===== config.mk =====
export PLATFORM = sky130hd
export DESIGN_NAME = framed_code_receiver
export DESIGN_NICKNAME = d
export VERILOG_FILES = /design/src/sv/fcr_pkg.sv /design/src/sv/fcr_cfg_regs.sv /design/src/sv/fcr_core.sv /design/src/sv/framed_code_receiver.sv
export SDC_FILE = /design/constraint.sdc
export NUM_CORES = 1
export LEC_CHECK = 0
export ABC_AREA = 1
export BUFFER_PORTS_ARGS = -buffer_cell sky130_fd_sc_hd__buf_2
export CORE_UTILIZATION = 50
export DETAILED_ROUTE_END_ITERATION = 8
export PLACE_DENSITY_LB_ADDON = 0.25
export SYNTH_ARGS = -nofsm -noshare
export SYNTH_HDL_FRONTEND = slang
export SYNTH_HIERARCHICAL = 1
export SYNTH_SLANG_ARGS = --single-unit

===== constraint.sdc =====
create_clock -name clk -period 4.52 [get_ports clk]
set_input_delay 0.226 -clock clk [delete_from_list [all_inputs] [get_ports clk]]
set_output_delay 0.226 -clock clk [all_outputs]
set_load 0.005 [all_outputs]

===== src/sv/fcr_pkg.sv =====
// Package for the framed code receiver: transaction structs, configuration
// struct, mode, status and error codes, and sizing constants.
// Depends on nothing; every other file imports it.
package fcr_pkg;

    localparam int PAYLOAD_CHARS = 4;

    localparam logic [3:0]  COUNT_MAX    = 4'd15;
    localparam logic [3:0]  PAYLOAD_CNT  = 4'(PAYLOAD_CHARS);
    localparam logic [7:0]  CODE_CR      = 8'h0D;
    localparam logic [7:0]  CODE_CAN     = 8'h18;
    localparam logic [15:0] INVALID_CODE = 16'hFFFF;

    localparam logic [15:0] TIMEOUT_RESET = 16'd500;
    localparam logic [7:0]  START_RESET   = 8'h02;
    localparam logic [7:0]  END_RESET     = 8'h0A;

    localparam int ADDR_W = 4;

    typedef enum logic [1:0] {
        MODE_ARM  = 2'd0,
        MODE_BYTE = 2'd1,
        MODE_TICK = 2'd2,
        MODE_NONE = 2'd3
    } mode_t;

    typedef enum logic [1:0] {
        REG_TIMEOUT = 2'd0,
        REG_START   = 2'd1,
        REG_END     = 2'd2,
        REG_SPARE   = 2'd3
    } reg_idx_t;

    localparam logic [1:0] STATUS_DONE  = 2'd0;
    localparam logic [1:0] STATUS_BUSY  = 2'd1;
    localparam logic [1:0] STATUS_ERROR = 2'd2;

    localparam logic [1:0] ERR_NONE    = 2'd0;
    localparam logic [1:0] ERR_LINE    = 2'd1;
    localparam logic [1:0] ERR_TIMEOUT = 2'd2;

    typedef struct packed {
        logic [1:0] mode;
        logic [7:0] rx_byte;
        logic       line_error;
    } fcr_in_t;

    typedef struct packed {
        logic [1:0]  status;
        logic [1:0]  error_kind;
        logic [15:0] code_value;
        logic        scan_off;
    } fcr_out_t;

    typedef struct packed {
        logic [15:0] timeout_ticks;
        logic [7:0]  frame_start_byte;
        logic [7:0]  frame_end_byte;
    } fcr_cfg_t;

endpackage


===== src/sv/fcr_cfg_regs.sv =====
// Configuration register file of the framed code receiver on an APB-style port.
// Depends on fcr_pkg for the register indexes, reset values and config struct.
module fcr_cfg_regs (
    input  logic                      clk,
    input  logic                      rst_n,
    input  logic                      psel,
    input  logic                      penable,
    input  logic                      pwrite,
    input  logic [fcr_pkg::ADDR_W-1:0] paddr,
    input  logic [31:0]               pwdata,
    output logic [31:0]               prdata,
    output logic                      pready,
    output fcr_pkg::fcr_cfg_t         cfg
);
    import fcr_pkg::*;

    logic [15:0] timeout_ticks_reg;
    logic [7:0]  frame_start_byte_reg;
    logic [7:0]  frame_end_byte_reg;
    logic        wr_en;
    reg_idx_t    idx;

    assign pready = 1'b1;
    assign wr_en  = psel & penable & pwrite;
    assign idx    = reg_idx_t'(paddr[3:2]);

    always_ff @(posedge clk or negedge rst_n)
    begin
        if (!rst_n)
        begin
            timeout_ticks_reg    <= TIMEOUT_RESET;
            frame_start_byte_reg <= START_RESET;
            frame_end_byte_reg   <= END_RESET;
        end
        else if (wr_en)
        begin
            case (idx)
                REG_TIMEOUT: timeout_ticks_reg    <= pwdata[15:0];
                REG_START:   frame_start_byte_reg <= pwdata[7:0];
                REG_END:     frame_end_byte_reg   <= pwdata[7:0];
                default:     ;
            endcase
        end
    end

    always_comb
    begin
        case (idx)
            REG_TIMEOUT: prdata = {16'd0, timeout_ticks_reg};
            REG_START:   prdata = {24'd0, frame_start_byte_reg};
            REG_END:     prdata = {24'd0, frame_end_byte_reg};
            default:     prdata = 32'd0;
        endcase
    end

    assign cfg.timeout_ticks    = timeout_ticks_reg;
    assign cfg.frame_start_byte = frame_start_byte_reg;
    assign cfg.frame_end_byte   = frame_end_byte_reg;

endmodule


===== src/sv/fcr_core.sv =====
// Receiver state, single-pass next-state and result logic, and result register.
// Depends on fcr_pkg for the transaction structs, codes and constants.
module fcr_core (
    input  logic               clk,
    input  logic               rst_n,
    input  fcr_pkg::fcr_cfg_t  cfg,
    input  logic               in_valid,
    output logic               in_ready,
    input  fcr_pkg::fcr_in_t   in_data,
    output logic               out_valid,
    input  logic               out_ready,
    output fcr_pkg::fcr_out_t  out_data
);
    import fcr_pkg::*;

    logic        armed_reg, armed_next;
    logic        in_frame_reg, in_frame_next;
    logic [3:0]  char_count_reg, char_count_next;
    logic [13:0] running_value_reg, running_value_next;
    logic        digits_stopped_reg, digits_stopped_next;
    logic [15:0] ticks_left_reg, ticks_left_next;
    logic        out_valid_reg;
    fcr_out_t    out_data_reg, out_data_next;

    logic        accept;
    logic        is_digit;
    logic        is_payload;
    logic [15:0] ticks_dec;
    logic [3:0]  digit;
    logic        disarm;

    assign in_ready = ~out_valid_reg | out_ready;
    assign accept   = in_valid & in_ready;
    assign is_digit = in_data.rx_byte inside {[8'h30:8'h39]};
    assign digit    = in_data.rx_byte[3:0];
    assign is_payload = (in_data.rx_byte != cfg.frame_end_byte)
                      && (in_data.rx_byte != CODE_CR)
                      && (in_data.rx_byte != CODE_CAN);
    assign ticks_dec = ticks_left_reg - {15'd0, (ticks_left_reg != 16'd0)};

    always_comb
    begin
        armed_next          = armed_reg;
        in_frame_next       = in_frame_reg;
        char_count_next     = char_count_reg;
        running_value_next  = running_value_reg;
        digits_stopped_next = digits_stopped_reg;
        ticks_left_next     = ticks_left_reg;
        disarm              = 1'b0;
        out_data_next       = '{status: STATUS_BUSY, error_kind: ERR_NONE,
                                code_value: 16'd0, scan_off: 1'b0};

        case (mode_t'(in_data.mode))
            MODE_ARM:
            begin
                disarm = 1'b1;
            end
            MODE_BYTE:
            begin
                if (armed_reg)
                begin
                    if (in_data.line_error)
                    begin
                        disarm = 1'b1;
                        out_data_next = '{status: STATUS_ERROR, error_kind: ERR_LINE,
                                          code_value: INVALID_CODE, scan_off: 1'b0};
                    end
                    else if (in_data.rx_byte == cfg.frame_end_byte
                             && char_count_reg == PAYLOAD_CNT)
                    begin
                        disarm = 1'b1;
                        out_data_next = '{status: STATUS_DONE, error_kind: ERR_NONE,
                                          code_value: {2'd0, running_value_reg},
                                          scan_off: 1'b0};
                    end
                    else
                    begin
                        if (in_data.rx_byte == cfg.frame_end_byte)
                        begin
                            in_frame_next = 1'b0;
                            if (char_count_reg > PAYLOAD_CNT)
                            begin
                                char_count_next     = 4'd0;
                                running_value_next  = 14'd0;
                                digits_stopped_next = 1'b0;
                            end
                        end
                        if (in_frame_reg && in_data.rx_byte != cfg.frame_end_byte)
                        begin
                            if (in_data.rx_byte == cfg.frame_start_byte)
                            begin
                                char_count_next     = 4'd0;
                                running_value_next  = 14'd0;
                                digits_stopped_next = 1'b0;
                            end
                            else if (is_payload)
                            begin
                                if (char_count_reg < PAYLOAD_CNT && !digits_stopped_reg)
                                begin
                                    if (is_digit)
                                    begin
                                        running_value_next = (running_value_reg << 3)
                                            + (running_value_reg << 1) + {10'd0, digit};
                                    end
                                    else
                                    begin
                                        digits_stopped_next = 1'b1;
                                    end
                                end
                                if (char_count_reg < COUNT_MAX)
                                begin
                                    char_count_next = char_count_reg + 4'd1;
                                end
                            end
                        end
                        else if (in_data.rx_byte == cfg.frame_start_byte)
                        begin
                            in_frame_next       = 1'b1;
                            char_count_next     = 4'd0;
                            running_value_next  = 14'd0;
                            digits_stopped_next = 1'b0;
                        end
                    end
                end
            end
            MODE_TICK:
            begin
                if (armed_reg)
                begin
                    if (ticks_dec == 16'd0)
                    begin
                        disarm = 1'b1;
                        out_data_next = '{status: STATUS_ERROR, error_kind: ERR_TIMEOUT,
                                          code_value: INVALID_CODE, scan_off: 1'b1};
                    end
                    else
                    begin
                        ticks_left_next = ticks_dec;
                    end
                end
            end
            default: ;
        endcase

        if (disarm)
        begin
            armed_next          = 1'b0;
            in_frame_next       = 1'b0;
            char_count_next     = 4'd0;
            running_value_next  = 14'd0;
            digits_stopped_next = 1'b0;
            ticks_left_next     = 16'd0;
        end
        if (mode_t'(in_data.mode) == MODE_ARM)
        begin
            armed_next      = 1'b1;
            ticks_left_next = cfg.timeout_ticks;
        end
    end

    always_ff @(posedge clk or negedge rst_n)
    begin
        if (!rst_n)
        begin
            armed_reg          <= 1'b0;
            in_frame_reg       <= 1'b0;
            char_count_reg     <= 4'd0;
            running_value_reg  <= 14'd0;
            digits_stopped_reg <= 1'b0;
            ticks_left_reg     <= 16'd0;
            out_valid_reg      <= 1'b0;
        end
        else
        begin
            if (accept)
            begin
                armed_reg          <= armed_next;
                in_frame_reg       <= in_frame_next;
                char_count_reg     <= char_count_next;
                running_value_reg  <= running_value_next;
                digits_stopped_reg <= digits_stopped_next;
                ticks_left_reg     <= ticks_left_next;
                out_valid_reg      <= 1'b1;
            end
            else if (out_ready)
            begin
                out_valid_reg <= 1'b0;
            end
        end
    end

    always_ff @(posedge clk)
    begin
        if (accept)
        begin
            out_data_reg <= out_data_next;
        end
    end

    assign out_valid = out_valid_reg;
    assign out_data  = out_data_reg;

endmodule


===== src/sv/framed_code_receiver.sv =====
// Top level of the framed code receiver: configuration port and receiver core.
// Depends on fcr_pkg, fcr_cfg_regs and fcr_core.
//
// Each input transaction (arm, received byte, timer tick or none) yields exactly one
// result transaction, which appears in the result register in the cycle after
// acceptance; a new input transaction is accepted in every cycle in which the
// result register is empty or being emptied, so one transaction per cycle is
// sustained while out_ready stays high. A done result carries the decimal
// code, an error result carries 65535, and a timeout result also raises
// scan_off.
module framed_code_receiver (
    input  logic                       clk,
    input  logic                       rst_n,
    input  logic                       psel,
    input  logic                       penable,
    input  logic                       pwrite,
    input  logic [fcr_pkg::ADDR_W-1:0] paddr,
    input  logic [31:0]                pwdata,
    output logic [31:0]                prdata,
    output logic                       pready,
    input  logic                       in_valid,
    output logic                       in_ready,
    input  fcr_pkg::fcr_in_t           in_data,
    output logic                       out_valid,
    input  logic                       out_ready,
    output fcr_pkg::fcr_out_t          out_data
);
    import fcr_pkg::*;

    fcr_cfg_t cfg;

    fcr_cfg_regs u_cfg (
        .clk     (clk),
        .rst_n   (rst_n),
        .psel    (psel),
        .penable (penable),
        .pwrite  (pwrite),
        .paddr   (paddr),
        .pwdata  (pwdata),
        .prdata  (prdata),
        .pready  (pready),
        .cfg     (cfg)
    );

    fcr_core u_core (
        .clk       (clk),
        .rst_n     (rst_n),
        .cfg       (cfg),
        .in_valid  (in_valid),
        .in_ready  (in_ready),
        .in_data   (in_data),
        .out_valid (out_valid),
        .out_ready (out_ready),
        .out_data  (out_data)
    );

endmodule


==> results of run 1 <==
synthesized netlist by cell type (all sizes together):
cell type / n / area (sq um)
nor2: 84 / 413
a21o: 1 / 7.51
a31oi: 2 / 12.5
a22o: 2 / 17.5
fa: 2 / 40.0
xor2: 7 / 61.3
edfxtp: 18 / 541
nand4: 6 / 37.5
a211oi: 1 / 7.51
or2: 2 / 12.5
nand2: 404 / 1580
conb: 2 / 7.51
o21ai: 61 / 317
o22ai: 2 / 12.5
o211ai: 2 / 15.0
xnor2: 18 / 158
nand3: 42 / 215
dfrtp: 61 / 1530
inv: 90 / 338
dfstp: 9 / 236
nand3b: 6 / 45.0
buf: 30 / 233
a21oi: 12 / 63.8
ha: 30 / 375
nor3b: 1 / 7.51
clkbuf: 9 / 45.0
nor3: 5 / 25.0
o21bai: 3 / 33.8
nor4: 2 / 12.5
routing by layer:
layer	vias up	share of wire (%)	track usage (%)	wire [microns]
met1	2517	50	35.6	7320
met4	0	1.3	5.97	193
met3	18	6.4	3.48	939
met2	170	43	36.0	6310
li1	2966	-	-	-
met5	-	0	0	0
critical path, stage by stage, from the launching register on:
cell	delay, ns
dfrtp_1	0.44
nor2_1	0.21
nand2_1	0.09
nor2_1	0.17
nand4_1	0.12
ha_1	0.25
ha_1	0.26
xnor2_1	0.23
nand2_1	0.08
nor2_1	0.11
nand2_1	0.09
nor2_1	0.11
nand2_1	0.06
nor2_1	0.08
nand2_1	0.10
nand2_4	0.10
nand2_4	0.07
o21bai_4	0.37
o21ai_4	0.22
nand2_1	0.15
nand2_1	0.06
cell families after synthesis:
kind of cell / count (synthesis) / share of synthesized area [%]
and+or+nand+nor: 552 / 36.7
buffers and inverters: 129 / 9.63
other: 2 / 0.117
DFF: 88 / 36.0
AOI/OAI and AO/OA: 86 / 7.61
adders and majority gates: 32 / 6.50
xor gates and xnor gates: 25 / 3.43
final timing paths:
| check | from | to | slack, ns |
|---|---|---|---|
| min in group asynchronous | rst_n | u_cfg/frame_end_byte_reg[0] | 0.30 |
| worst min register to register | u_cfg/timeout_ticks_reg[4] | u_cfg/timeout_ticks_reg[4] | 0.47 |
| worst max-delay path | u_core/ticks_left_reg[4] | u_core/ticks_left_reg[7] | 1.03 |
| worst max register to register | u_core/ticks_left_reg[4] | u_core/ticks_left_reg[7] | 1.03 |
| worst min-delay path | pwdata[12] | u_cfg/timeout_ticks_reg[12] | 0.09 |
| max in group asynchronous | rst_n | u_core/running_value_reg[9] | 3.18 |
stage by stage:
stage	power [mW]	std cells
detailed placement	2.20	1136
CTS	2.91	1153
global route	3.13	1153
floorplan	1.95	929
global placement	2.18	1136
finish	2.90	1153
power by group through the flow:
stage               logic (mW)  clock network (mW)  registers, mW
finish                    1.05               0.703           1.14
global route              1.22               0.749           1.17
CTS                       1.05               0.719           1.14
detailed placement        1.05                   0           1.15
global placement          1.03                   0           1.15
floorplan                0.840                   0           1.11
layout by cell type, fill, tap and decap left out, drive strengths merged, types with 3 or more instances in the layout:
cell / netlist / routed
xor2: 7 / 7
ha: 30 / 30
a21oi: 12 / 12
xnor2: 18 / 18
o21ai: 61 / 61
dfrtp: 61 / 61
conb: 2 / 17
nor2: 84 / 84
o21bai: 3 / 3
nand3: 42 / 42
nand4: 6 / 6
dfstp: 9 / 9
nand3b: 6 / 6
edfxtp: 18 / 18
nor3: 5 / 5
clkbuf: 9 / 13
nand2: 404 / 404
buf: 30 / 78
inv: 90 / 90
what timing repair did:
action | CTS | global route
gates resized for setup | 0 | 0
hold endpoints to repair | 8 | 0
hold buffers | 1 | 0
layout make-up:
type	instances	area share (%)
Timing Repair Buffer	79	5.81
Sequential cell	88	32.6
Multi-Input combinational cell	712	49.9
Inverter	90	4.78
Clock buffer	13	3.68
Tap cell	168	2.97
Clock inverter	3	0.248
==> results.sh, run 1 <==
export IMPL_grt_pass1_vias=4973
export IMPL_setup_viol=0
export IMPL_p_switching_mw=1.13
export IMPL_viasPerCell=4.92
export IMPL_seq_area_sq_mm=0.00230
export IMPL_worstMarginPinSlew_ns=0.853
export IMPL_syn2layout_area_growth_pct=10.6
export IMPL_layout_drive_gt1_share_pct=14.4
export IMPL_multi_input_area_sq_mm=0.00353
export IMPL_crit_type="reg -> reg"
export IMPL_cellInternalPower_mw=1.77
export IMPL_worst_endpoint_required_ns=4.75
export IMPL_dr_first_iter_drc_count=453
export IMPL_end_kind="flip-flop"
export IMPL_num_antenna_cells=0
export IMPL_max_cap_violations=0
export IMPL_synth_cells=914
export IMPL_leakagePower_nw=3.75
export IMPL_ff2ff_path_depth=20
export IMPL_comb_power_share_pct=36.3
export IMPL_first_pass_iters=4
export IMPL_timing_hold_ws_ns=0.0881
export IMPL_ys_ff_latch=88
export IMPL_hpwl_microns=10800
export IMPL_vias=5671
export IMPL_hold_path_class="in -> reg"
export IMPL_start_util_pct=52.3
export IMPL_postCtsSetupBuffers=0
export IMPL_cts_inserted_buffers=9
export IMPL_synth_area_per_cell_sq_um=6.99
export IMPL_io_pins=110
export IMPL_cp_arrival_ns=3.72
export IMPL_clk_pin_slew_ns=0.06
export IMPL_cts_root_buf="clkbuf_16"
export IMPL_grt_use_total_pct=23.8
export IMPL_p_seq_share_pct=39.4
export IMPL_finalNetCount=1066
export IMPL_die_area_sq_mm=0.0132
export IMPL_wl_per_cell_microns=12.8
export IMPL_fill_cells=1199
export IMPL_ir_drop_uv=247
export IMPL_pre_cts_ws_ns=1.06
export IMPL_holdPathStages=3
export IMPL_fin_setup_tns_ns=0
export IMPL_core_area_sq_mm=0.0122
export IMPL_max_slew_margin_pct=42.6
export IMPL_postLayoutCellArea_sq_mm=0.00707
export IMPL_grt_pass1_wl_microns=24600
export IMPL_clk_latency_ns=0.34
export IMPL_drtAntennaViolNets=0
export IMPL_pwr_density_cell_mw_per_mm2=410
export IMPL_post_route_util_pct=57.9
export IMPL_io_buffers=74
export IMPL_clockBufferDepth=2
export IMPL_grt_max_degree=60
export IMPL_worstSetupStartpointType="flip-flop"
export IMPL_status="finished, final reports clean"
export IMPL_gp_congestion=0.899
export IMPL_tritoncts="yes"
export IMPL_setup_ws_ns=1.03
export IMPL_fmax_ghz=0.287
export IMPL_drt_total_wl_microns=14800
export IMPL_drc=0
export IMPL_placed_cell_area_sq_mm=0.00678
export IMPL_ys_warn_count=6
export IMPL_hold_viol=0
export IMPL_antenna_found_initial=0
export IMPL_period_share_pct=77.2
export IMPL_ys_seq_area_share_pct=36.0
export IMPL_cp_max_fo=16
export IMPL_mappedNetlistArea_sq_mm=0.00639
export IMPL_rsz0062_at_grt="false"
export IMPL_largest_reg_flops=18
export IMPL_rows=40
export IMPL_clock_sinks=88
export IMPL_cts_htree_levels=3
export IMPL_synth_cell_type_count=45
export IMPL_clkPwrFrac_pct=24.3
export IMPL_die_h_microns=115
export IMPL_drv_slew=0
export IMPL_finalCriticalPeriod_ns=3.49
export IMPL_gr_total_overflow=0
export IMPL_fin_worst_skew_ns=0.00783
export IMPL_die_w_microns=115
export IMPL_p_sw_share_pct=39.1
Note: power is estimated with default switching activity, not from simulation.
==> inputs of run 2 (changes only) <==
==> constraint.sdc (replaced) <==
create_clock -name clk -period 3.2 [get_ports clk]
set_input_delay 0.16 -clock clk [delete_from_list [all_inputs] [get_ports clk]]
set_output_delay 0.16 -clock clk [all_outputs]
set_load 0.005 [all_outputs]
==> run 2 against run 1 <==
Compared with the run above: clock power rose by 49%; clock skew fell by 0.0018 ns; sequential share of layout area fell by 1.8 points; critical path type unchanged; highest routed layer unchanged.
==> results.sh, run 2 (synthesis results as in run 1) <==
export IMPL_gr_total_overflow=0
export IMPL_setup_viol=0
export IMPL_die_h_microns=115
export IMPL_io_pins=110
export IMPL_cp_max_fo=5
export IMPL_rows=40
export IMPL_tritoncts="yes"
export IMPL_setup_ws_ns=0.176
export IMPL_ff2ff_path_depth=24
export IMPL_viasPerCell=5.03
export IMPL_layout_commonest_cell="nand2_1"
export IMPL_drt_total_wl_microns=15800
export IMPL_max_slew_margin_pct=39.2
export IMPL_reg2reg_from="u_core/ticks_left_reg[5]"
export IMPL_drtAntennaViolNets=0
export IMPL_wl_per_cell_microns=13.4
export IMPL_crit_type="reg -> reg"
export IMPL_worst_endpoint_required_ns=3.49
export IMPL_p_seq_share_pct=35.0
export IMPL_syn2layout_area_growth_pct=17.1
export IMPL_rsz0062_at_grt="true"
export IMPL_status="finished, final reports clean"
export IMPL_p_switching_mw=1.75
export IMPL_clk_pin_slew_ns=0.06
export IMPL_seq_area_sq_mm=0.00230
export IMPL_fin_worst_skew_ns=0.00602
export IMPL_io_buffers=74
export IMPL_grt_max_degree=42
export IMPL_start_util_pct=52.3
export IMPL_num_antenna_cells=0
export IMPL_largest_reg_flops=18
export IMPL_clkPwrFrac_pct=23.2
export IMPL_worstMarginPinSlew_ns=0.911
export IMPL_die_area_sq_mm=0.0132
export IMPL_cellInternalPower_mw=2.77
export IMPL_r2r_end="u_core/running_value_reg[11]"
export IMPL_post_route_util_pct=61.3
export IMPL_clock_sinks=88
export IMPL_p_sw_share_pct=38.8
export IMPL_layout_drive_gt1_share_pct=18.5
export IMPL_drc=0
export IMPL_drv_slew=0
export IMPL_vias=5956
export IMPL_max_cap_violations=0
export IMPL_r2r_slack_ns=0.18
export IMPL_clk_latency_ns=0.35
export IMPL_timing_hold_ws_ns=0.00998
export IMPL_comb_power_share_pct=41.8
export IMPL_hold_path_class="in -> reg"
export IMPL_period_share_pct=94.5
export IMPL_final_cell_mix="386 x nand2_1, 84 x inv_1, 74 x buf_2, 63 x nor2_1, 61 x dfrtp_1"
export IMPL_antenna_found_initial=0
export IMPL_first_pass_iters=5
export IMPL_clockBufferDepth=2
export IMPL_fmax_ghz=0.331
export IMPL_pre_cts_ws_ns=0.0885
export IMPL_grt_pass1_vias=5204
export IMPL_hold_viol=0
export IMPL_pwr_density_cell_mw_per_mm2=604
export IMPL_holdCritStartpoint="pwdata[10]"
export IMPL_die_w_microns=115
export IMPL_finalCriticalPeriod_ns=3.02
export IMPL_dr_first_iter_drc_count=412
export IMPL_cts_inserted_buffers=9
export IMPL_holdPathStages=3
export IMPL_place_inst=1156
export IMPL_postLayoutCellArea_sq_mm=0.00748
export IMPL_worstSetupStartpointType="flip-flop"
export IMPL_grt_pass1_wl_microns=25600
export IMPL_finalNetCount=1096
export IMPL_grt_use_total_pct=24.6
export IMPL_cp_arrival_ns=3.31
export IMPL_core_area_sq_mm=0.0122
export IMPL_hpwl_microns=11400
export IMPL_finalNonFillerCells=1183
export IMPL_cts_htree_levels=3
export IMPL_end_kind="flip-flop"
export IMPL_ir_drop_uv=356
export IMPL_gp_congestion=0.915
export IMPL_fill_cells=1147
export IMPL_multi_input_area_sq_mm=0.00364
export IMPL_leakagePower_nw=3.94
export IMPL_cts_root_buf="clkbuf_16"
export IMPL_placed_cell_area_sq_mm=0.00696
export IMPL_min_to="u_cfg/timeout_ticks_reg[10]"
[run 2: changes by cell type in the layout (fill, tap and decap cells not counted), moves of 3 or more]
cell     before  now
buf_4         4   25
nor2_1       68   63
buf_6         0    4
nand2_1     390  386
nand2_2       9   12
nor2_2        8   11
nor2_4        6    9
[run 2: power groups by stage]
stage | sequential [mW] | combinational (mW) | clock, mW
3_5_place_dp | 1.58 | 1.68 | 0
2_1_floorplan | 1.57 | 1.19 | 0
3_3_place_gp | 1.58 | 1.65 | 0
4_1_cts | 1.56 | 1.69 | 1.07
5_1_grt | 1.61 | 2.14 | 1.11
6_report | 1.58 | 1.89 | 1.05
[run 2: metal layers]
layer | vias up | part of all wire (%) | global-route usage (%)
met5 | - | 0 | 0
met4 | 0 | 1.9 | 8.66
met3 | 27 | 5.9 | 3.90
met2 | 185 | 44 | 37.0
met1 | 2706 | 48 | 36.0
li1 | 3038 | - | -
[run 2: layout make-up]
class,count,share of cell area (%)
clock buffer,10,3.06
clock inverter,6,0.803
inverter,90,4.51
multi-input combinational,713,48.6
sequential,88,30.8
tap,168,2.81
timing repair buffer,108,9.40
[run 2: worst max path at each step]
stage	endpoint	from	slack, ns	cells past startpoint
4_1_cts	u_core/ticks_left_reg[8]	u_core/ticks_left_reg[11]	0.07	21
3_3_place_gp	u_core/ticks_left_reg[12]	u_core/ticks_left_reg[11]	0.15	21
3_5_place_dp	u_core/ticks_left_reg[11]	u_core/ticks_left_reg[11]	0.09	21
6_report	u_core/running_value_reg[11]	u_core/ticks_left_reg[5]	0.18	24
5_1_grt	u_core/running_value_reg[11]	u_core/ticks_left_reg[2]	-0.07	22
2_1_floorplan	u_core/ticks_left_reg[5]	u_core/ticks_left_reg[4]	0.33	21
[run 2: worst max-delay path: stages (launching register included)]
cell	delay [ns]
dfrtp_1	0.39
nor2_2	0.15
nand2_1	0.09
nor2_2	0.13
nand4_1	0.10
ha_2	0.22
ha_4	0.18
inv_1	0.05
nor2_1	0.06
nand3_1	0.07
nand2_1	0.06
inv_1	0.08
nand2_2	0.07
nor2_1	0.09
nand2_1	0.06
nor2_1	0.09
nand2_1	0.10
nand2_4	0.12
nand2_8	0.07
nand2_4	0.07
nand2_4	0.07
a21oi_4	0.30
clkbuf_16	0.22
nand2_1	0.06
nand2_1	0.05
[run 2: per-stage QoR]
step,power (mW),TNS (ns)
5_1_grt,4.86,-0.401
3_5_place_dp,3.26,0
3_3_place_gp,3.23,0
6_report,4.52,0
2_1_floorplan,2.75,0
4_1_cts,4.32,0
[run 2: what timing repair did]
action	CTS	global route
setup endpoints to repair	0	51
endpoints found under the hold margin	34	0
gates resized for setup	0	27
buffers inserted	0	6
hold buffers	1	0
